==> config.mk <==
export PLATFORM = sky130hd
export DESIGN_NAME = utf8_to_utf16_transcoder
export DESIGN_NICKNAME = d
export VERILOG_FILES = /design/src/rtl/utt_pkg.sv /design/src/rtl/utt_decoder.sv /design/src/rtl/utt_out_queue.sv /design/src/rtl/utf8_to_utf16_transcoder.sv
export SDC_FILE = /design/constraint.sdc
export NUM_CORES = 1
export LEC_CHECK = 0
export BUFFER_PORTS_ARGS = -buffer_cell sky130_fd_sc_hd__buf_4
export CELL_PAD_IN_SITES_DETAIL_PLACEMENT = 1
export CELL_PAD_IN_SITES_GLOBAL_PLACEMENT = 2
export CORE_ASPECT_RATIO = 1.1
export CORE_MARGIN = 2
export CORE_UTILIZATION = 43
export CTS_BUF_LIST = sky130_fd_sc_hd__clkbuf_16
export CTS_CLUSTER_SIZE = 10
export DETAILED_ROUTE_END_ITERATION = 7
export PLACE_DENSITY_LB_ADDON = 0.2
export SYNTH_ARGS = -nofsm -noshare
export SYNTH_HDL_FRONTEND = slang
export SYNTH_SLANG_ARGS = --single-unit
export TNS_END_PERCENT = 20
==> constraint.sdc <==
create_clock -name clk -period 6.7 [get_ports clk]
set_input_delay 0.67 -clock clk [delete_from_list [all_inputs] [get_ports clk]]
set_output_delay 0.67 -clock clk [all_outputs]
set_load 0.01 [all_outputs]
==> src/rtl/utt_pkg.sv <==
// ----------------------------------------------------------------------------
// utt_pkg
// Shared types and constants for the UTF-8 to UTF-16 transcoder.
// ----------------------------------------------------------------------------
package utt_pkg;

  localparam int unsigned QDEPTH   = 4;
  localparam int unsigned QPTR_W   = $clog2(QDEPTH);
  localparam int unsigned QCNT_W   = $clog2(QDEPTH + 1);

  localparam logic [20:0] MAX_POINT  = 21'h10FFFF;
  localparam logic [20:0] SURR_FIRST = 21'h00D800;
  localparam logic [20:0] SURR_LAST  = 21'h00DFFF;
  localparam logic [20:0] PLANE1     = 21'h010000;
  localparam logic [5:0]  HI_SURR_TAG = 6'b110110;
  localparam logic [5:0]  LO_SURR_TAG = 6'b110111;

  // one result transaction
  typedef struct packed {
    logic [15:0] code_unit;
    logic        unit_valid;
    logic        decode_error;
    logic        end_of_text;
    logic        run_last;
  } res_t;

  // what one accepted byte produces
  typedef struct packed {
    logic [1:0] n;
    res_t       res0;
    res_t       res1;
  } dec_t;

  // smallest legal code point for a sequence of (len + 1) bytes
  function automatic logic [20:0] min_point(input logic [1:0] len);
    logic [20:0] m;
    unique case (len)
      2'd0:    m = 21'h000000;
      2'd1:    m = 21'h000080;
      2'd2:    m = 21'h000800;
      default: m = 21'h010000;
    endcase
    return m;
  endfunction

endpackage

==> src/rtl/utt_decoder.sv <==
// ----------------------------------------------------------------------------
// utt_decoder
// Sequence state and combinational decode of one UTF-8 byte into results.
// ----------------------------------------------------------------------------
module utt_decoder (
  input  logic          clk,
  input  logic          rst_n,
  input  logic          in_accept,
  input  logic [7:0]    in_byte,
  input  logic          in_string_end,
  output utt_pkg::dec_t dec
);
  import utt_pkg::*;

  logic [20:0] partial_r, partial_nxt;
  logic [1:0]  left_r, left_nxt;
  logic [1:0]  len_r, len_nxt;
  logic        disc_r, disc_nxt;
  logic        fail;
  logic [20:0] offs;

  always_comb begin
    partial_nxt = partial_r;
    left_nxt    = left_r;
    len_nxt     = len_r;
    disc_nxt    = disc_r;
    fail        = 1'b0;
    offs        = '0;
    dec         = '0;
    if (disc_r) begin
      if (in_string_end) begin
        partial_nxt = '0;
        left_nxt    = '0;
        len_nxt     = '0;
        disc_nxt    = 1'b0;
        dec.n       = 2'd1;
        dec.res0.end_of_text = 1'b1;
        dec.res0.run_last    = 1'b1;
      end
    end else begin
      if (left_r == 2'd0) begin
        priority if (!in_byte[7]) begin
          partial_nxt = {13'd0, in_byte};
          len_nxt     = 2'd0;
        end else if (in_byte[7:5] == 3'b110) begin
          partial_nxt = {16'd0, in_byte[4:0]};
          len_nxt     = 2'd1;
          left_nxt    = 2'd1;
        end else if (in_byte[7:4] == 4'b1110) begin
          partial_nxt = {17'd0, in_byte[3:0]};
          len_nxt     = 2'd2;
          left_nxt    = 2'd2;
        end else if (in_byte[7:3] == 5'b11110) begin
          partial_nxt = {18'd0, in_byte[2:0]};
          len_nxt     = 2'd3;
          left_nxt    = 2'd3;
        end else begin
          fail = 1'b1;
        end
      end else begin
        if (in_byte[7:6] != 2'b10) begin
          fail = 1'b1;
        end else begin
          partial_nxt = {partial_r[14:0], in_byte[5:0]};
          left_nxt    = left_r - 2'd1;
        end
      end

      // cut off at the end of the string
      if (!fail && left_nxt != 2'd0 && in_string_end) begin
        fail = 1'b1;
      end
      // overlong, out of range or surrogate value
      if (!fail && left_nxt == 2'd0) begin
        if (partial_nxt < min_point(len_nxt) || partial_nxt > MAX_POINT ||
            (partial_nxt >= SURR_FIRST && partial_nxt <= SURR_LAST)) begin
          fail = 1'b1;
        end
      end

      if (fail) begin
        partial_nxt = '0;
        left_nxt    = '0;
        len_nxt     = '0;
        disc_nxt    = !in_string_end;
        dec.n       = 2'd1;
        dec.res0.decode_error = 1'b1;
        dec.res0.end_of_text  = in_string_end;
        dec.res0.run_last     = 1'b1;
      end else if (left_nxt == 2'd0) begin
        if (partial_nxt[20:16] == 5'd0) begin
          dec.n = 2'd1;
          dec.res0.code_unit   = partial_nxt[15:0];
          dec.res0.unit_valid  = 1'b1;
          dec.res0.end_of_text = in_string_end;
          dec.res0.run_last    = 1'b1;
        end else begin
          offs  = partial_nxt - PLANE1;
          dec.n = 2'd2;
          dec.res0.code_unit   = {HI_SURR_TAG, offs[19:10]};
          dec.res0.unit_valid  = 1'b1;
          dec.res1.code_unit   = {LO_SURR_TAG, offs[9:0]};
          dec.res1.unit_valid  = 1'b1;
          dec.res1.end_of_text = in_string_end;
          dec.res1.run_last    = 1'b1;
        end
        partial_nxt = '0;
        len_nxt     = '0;
      end
    end
  end

  always_ff @(posedge clk) begin
    if (!rst_n) begin
      partial_r <= '0;
      left_r    <= '0;
      len_r     <= '0;
      disc_r    <= 1'b0;
    end else if (in_accept) begin
      partial_r <= partial_nxt;
      left_r    <= left_nxt;
      len_r     <= len_nxt;
      disc_r    <= disc_nxt;
    end
  end

  // an error mid-string must start the drop phase
  a_err_discards: assert property (@(posedge clk) disable iff (!rst_n)
    in_accept && dec.res0.decode_error && !in_string_end |=> disc_r)
    else $error("error without discard phase");

  // no open sequence survives the final byte
  a_end_clears: assert property (@(posedge clk) disable iff (!rst_n)
    in_accept && in_string_end |=> left_r == 2'd0 && !disc_r)
    else $error("state left open after string end");

  // a pair is always high surrogate then low surrogate
  a_pair_order: assert property (@(posedge clk) disable iff (!rst_n)
    dec.n == 2'd2 |-> dec.res0.code_unit[15:10] == HI_SURR_TAG &&
                      dec.res1.code_unit[15:10] == LO_SURR_TAG)
    else $error("malformed surrogate pair");

endmodule

==> src/rtl/utt_out_queue.sv <==
// ----------------------------------------------------------------------------
// utt_out_queue
// Small result buffer taking up to two results a cycle, giving one a cycle while out_ready is high.
// ----------------------------------------------------------------------------
module utt_out_queue (
  input  logic          clk,
  input  logic          rst_n,
  input  logic          push,
  input  utt_pkg::dec_t dec,
  output logic          space2,
  output logic          out_valid,
  input  logic          out_ready,
  output utt_pkg::res_t head
);
  import utt_pkg::*;

  res_t              q_r [QDEPTH];
  logic [QPTR_W-1:0] wr_r, rd_r;
  logic [QCNT_W-1:0] cnt_r, cnt_nxt;
  logic [1:0]        n_push;
  logic              pop;
  logic [QPTR_W-1:0] wr_plus1;

  assign n_push    = push ? dec.n : 2'd0;
  assign out_valid = cnt_r != '0;
  assign pop       = out_valid && out_ready;
  assign head      = q_r[rd_r];
  assign space2    = cnt_r <= QCNT_W'(QDEPTH - 2);
  assign wr_plus1  = wr_r + QPTR_W'(1);
  assign cnt_nxt   = cnt_r + QCNT_W'(n_push) - QCNT_W'(pop);

  always_ff @(posedge clk) begin
    if (n_push != 2'd0) begin
      q_r[wr_r] <= dec.res0;
    end
    if (n_push == 2'd2) begin
      q_r[wr_plus1] <= dec.res1;
    end
  end

  always_ff @(posedge clk) begin
    if (!rst_n) begin
      wr_r  <= '0;
      rd_r  <= '0;
      cnt_r <= '0;
    end else begin
      wr_r  <= wr_r + QPTR_W'(n_push);
      rd_r  <= rd_r + QPTR_W'(pop);
      cnt_r <= cnt_nxt;
    end
  end

  // never overfilled
  a_no_overflow: assert property (@(posedge clk) disable iff (!rst_n)
    cnt_r <= QCNT_W'(QDEPTH))
    else $error("result queue overflow");

  // pushes only when two slots are free
  a_push_room: assert property (@(posedge clk) disable iff (!rst_n)
    n_push != 2'd0 |-> space2)
    else $error("push without room");

  // occupancy follows the pointers
  a_ptr_track: assert property (@(posedge clk) disable iff (!rst_n)
    cnt_r != QCNT_W'(QDEPTH) |-> QPTR_W'(wr_r - rd_r) == cnt_r[QPTR_W-1:0])
    else $error("pointer and count disagree");

endmodule

==> src/rtl/utf8_to_utf16_transcoder.sv <==
// ----------------------------------------------------------------------------
// utf8_to_utf16_transcoder
// Validating UTF-8 to UTF-16 transcoder, one byte in per cycle while in_ready is high.
// ----------------------------------------------------------------------------
// Input channel (in_valid/in_ready) carries one byte of a UTF-8 string, with
// in_string_end high on its final byte. Output channel (out_valid/out_ready)
// carries UTF-16 units; a code point of 0x10000 and above gives two
// transactions, high surrogate first. An invalid string gives one result
// with out_decode_error set and the remaining bytes up to the final one are
// dropped; the final byte then gives a marker result with out_end_of_text.
// Units sent before an error belong to a rejected string.
// A result is offered in the cycle after its byte is accepted when
// nothing waits ahead of it in the queue.
// One byte is accepted per cycle while in_ready is high; the decode is one
// combinational pass into a four-entry result queue, and the output drains
// one unit per cycle while out_ready is high, so a pair leaves as two units.
// in_ready is high while the queue has two free slots; when the receiver
// stalls, in_ready drops once three or more results are waiting, and no
// byte is taken while it is low, even one that would give no result.
// Synchronous reset clears the sequence state and empties the queue.
// ----------------------------------------------------------------------------
module utf8_to_utf16_transcoder (
  input  logic        clk,
  input  logic        rst_n,
  input  logic        in_valid,
  output logic        in_ready,
  input  logic [7:0]  in_byte,
  input  logic        in_string_end,
  output logic        out_valid,
  input  logic        out_ready,
  output logic [15:0] out_code_unit,
  output logic        out_unit_valid,
  output logic        out_decode_error,
  output logic        out_end_of_text,
  output logic        out_run_last
);
  import utt_pkg::*;

  dec_t dec;
  res_t head;
  logic in_accept;

  assign in_accept = in_valid && in_ready;

  utt_decoder u_dec (
    .clk           (clk),
    .rst_n         (rst_n),
    .in_accept     (in_accept),
    .in_byte       (in_byte),
    .in_string_end (in_string_end),
    .dec           (dec)
  );

  utt_out_queue u_q (
    .clk       (clk),
    .rst_n     (rst_n),
    .push      (in_accept),
    .dec       (dec),
    .space2    (in_ready),
    .out_valid (out_valid),
    .out_ready (out_ready),
    .head      (head)
  );

  assign out_code_unit    = head.code_unit;
  assign out_unit_valid   = head.unit_valid;
  assign out_decode_error = head.decode_error;
  assign out_end_of_text  = head.end_of_text;
  assign out_run_last     = head.run_last;

endmodule

==> impl_metrics.tcl <==
set metrics [dict create \
    dp_hpwl_um 14500 \
    core-area_sq_mm 0.0149 \
    synth_ff_type "edfxtp_1" \
    power.density_mw_per_mm2 320 \
    leakagePower_nw 2.58 \
    ir_drop_uv 133 \
    preCtsSetupSlack_ps 1200 \
    slew_headroom 0.309 \
    clk_pin_slew_worst_paths_ps 60 \
    dieArea_sq_mm 0.0161 \
    postRouteAntennaNets 0 \
    fin_skew_ps 9.09 \
    avgRoutedWirePerCell_um 22.7 \
    cts-hold-fix-buffers 0 \
    nets 689 \
    clock_sinks 113 \
    pwr-share-seq 0.368 \
    tritoncts.num_buffers 17 \
    rows 47 \
    setup_tns_ps 0 \
    syn_inst 643 \
    grtUsageTotal 0.256 \
    p_int_w 0.00167 \
    fin_crit_sh 0.831 \
    cp_max_fo 23 \
    p_sw_frac 0.299 \
    finalHoldViolCount 0 \
    cp.required_ps 6730 \
    rsz0062_at_grt "false" \
    grt_max_degree 34 \
    async_flop_share 0 \
    synth-seq-cells 113 \
    drt-total-wl_um 19800 \
    syn_nets 667 \
    grt_overflow_total 0 \
    status "complete, no violations" \
    hold_start "u_q.q_r[0][17]" \
    synthesis.area_sq_mm 0.00648 \
    synth_cell_types 70 \
    area_growth_syn_to_layout_pct 14.9 \
    first_global_vias 5562 \
    routabilityCongestion 0.875 \
    cp.arrival_ps 5600 \
    crit_path_end_kind "flip-flop" \
    yosysSeqAreaShare 0.460 \
    r2r_start "u_dec.left_r[0]" \
    postCtsResizedCells 0 \
    cts-root-buf "clkbuf_16" \
    worst_pin_slew_ps 1040 \
    placed_cells 842 \
    maxSlewViolCount 0 \
    drtPass1Iterations 5 \
    tritoncts "built" \
    n_antenna_cell 0 \
    holdCritPathClass "flip-flop to flip-flop" \
    synth_edf_count 72 \
    dieWidth_um 121 \
    drv_cap 0 \
    num_io_pins 35 \
    cts_setup_buffers 0 \
    ys.warnings.count 0 \
    setup_viol 0 \
    fin_crit_ps 5560 \
    grt_pass1_wl_um 31300 \
    num_vias 5338 \
    vias_per_cell 6.12 \
    cp-start-kind "flip-flop" \
    fmax_mhz 180 \
    switching_power_w 0.000712 \
    setup_slack_ps 1140 \
    antenna_found_initial 0 \
    die_h_um 133 \
    final_cells 872 \
    comb_power_share 0.253 \
    h-tree-depth 4 \
    power.share.clock 0.379 \
    initial_utilization 0.436 \
    drive_above_1_share 0.164 \
    cts.path.max_buffers 2 \
    syn_avg_cell_area_sq_um 10.1 \
    port_buffers 34 \
    clock_latency_ps 420 \
    crit_path_start "u_dec.left_r[0]" \
    critPathKind "flip-flop to flip-flop" \
    drc 0 \
    drt_iter0_drc 414 \
]
## registers in the layout, summed over array words and instances (netlist names)
register	flops
u_q.rd_r	2
u_q.q_r	80
u_dec.len_r	2
u_q.cnt_r	3
u_dec.left_r	2
u_q.wr_r	2
u_dec.disc_r	1
u_dec.partial_r	21
## power by group through the flow
stage | Sequential, W | Combinational, W | Clock, W
final | 0.000877 | 0.000604 | 0.000902
after global routing | 0.000886 | 0.000666 | 0.000938
after CTS | 0.000877 | 0.000611 | 0.000911
after detailed placement | 0.000891 | 0.000609 | 0
after global placement | 0.000886 | 0.000596 | 0
after floorplan | 0.000856 | 0.000415 | 0
## cell usage in the layout (no fill, tap or decap), types with 9 or more instances in the layout
cell / synthesis / final
nor2b_1: 21 / 21
nor2_1: 55 / 55
a22oi_1: 19 / 19
o22ai_1: 23 / 23
edfxtp_1: 72 / 72
buf_4: 1 / 45
dfxtp_1: 41 / 41
nor3_1: 17 / 17
nand2_1: 68 / 68
inv_1: 22 / 23
mux4_2: 20 / 20
ha_1: 10 / 10
clkbuf_16: 0 / 17
a21oi_1: 36 / 36
nand3_1: 9 / 9
and2_1: 26 / 26
o21ai_0: 38 / 38
## cells in the mapped netlist (10+ instances only)
cell type	instances	area, sq um
inv_1	22	82.6
nor2b_1	21	131
nor3_1	17	85.1
clkbuf_1	26	97.6
mux4_2	20	450
buf_2	10	50.1
o22ai_1	23	144
nand2_1	68	255
a21oi_1	36	180
ha_1	10	125
nor2_1	55	206
o21ai_0	38	190
edfxtp_1	72	2160
a22oi_1	19	143
dfxtp_1	41	821
and2_1	26	163
## worst max-delay path: stages (launching register included)
cell,delay (ps)
dfxtp_1,320
inv_1,80
ha_1,770
or3b_1,490
o211a_1,400
a22o_1,260
inv_1,110
ha_1,210
o21ai_0,100
buf_4,220
a2111oi_0,70
and3_1,210
a32o_1,350
nor4_4,590
nand3_4,210
nand2_1,750
## stage by stage
step	hold WS (ps)	cell area (sq um)	power, W	utilization
after detailed placement	470	6880	0.00150	0.462
after floorplan	436	6480	0.00127	-
after global placement	450	6880	0.00148	0.462
final	475	7450	0.00238	0.501
after global routing	501	7450	0.00249	0.501
after CTS	480	7450	0.00240	0.501
## area by class of cell
| cell class | count | area, sq um |
|---|---|---|
| Clock buffer | 17 | 425 |
| Clock inverter | 13 | 148 |
| Fill cell | 1633 | 7430 |
| Inverter | 22 | 82.6 |
| Multi-Input combinational cell | 466 | 3230 |
| Sequential cell | 113 | 2980 |
| Tap cell | 196 | 245 |
| Timing Repair Buffer | 45 | 338 |
## layer usage
metal / vias up / share of wire / wire length (um) / GRT usage
met5: - / 0 / 0 / 0
met4: 0 / 0.028 / 555 / 0.103
met3: 34 / 0.038 / 755 / 0.0539
met2: 147 / 0.48 / 9560 / 0.409
met1: 2680 / 0.45 / 8880 / 0.340
li1: 2477 / - / - / -
## kinds of logic after synthesis
logic type,after synthesis,synth area share
AO/OA/AOI/OAI,184,0.196
flip-flops,113,0.460
adder cells (fa/ha/maj),11,0.0224
XOR/XNOR,8,0.0108
buffers and inverters,64,0.0419
multiplexers,28,0.0818
AND/OR/NAND/NOR,235,0.187
## path summary, 6_finish.rpt
path / endpoint / slack (ps) / depth (start not counted)
hold reg to reg: u_q.q_r[0][17] / 470 / 2
setup reg to reg: u_q.q_r[1][16] / 1140 / 15
hold / removal: u_q.q_r[0][17] / 470 / 2
setup / recovery: u_q.q_r[1][16] / 1140 / 15
(Power assumes the default switching activity.)
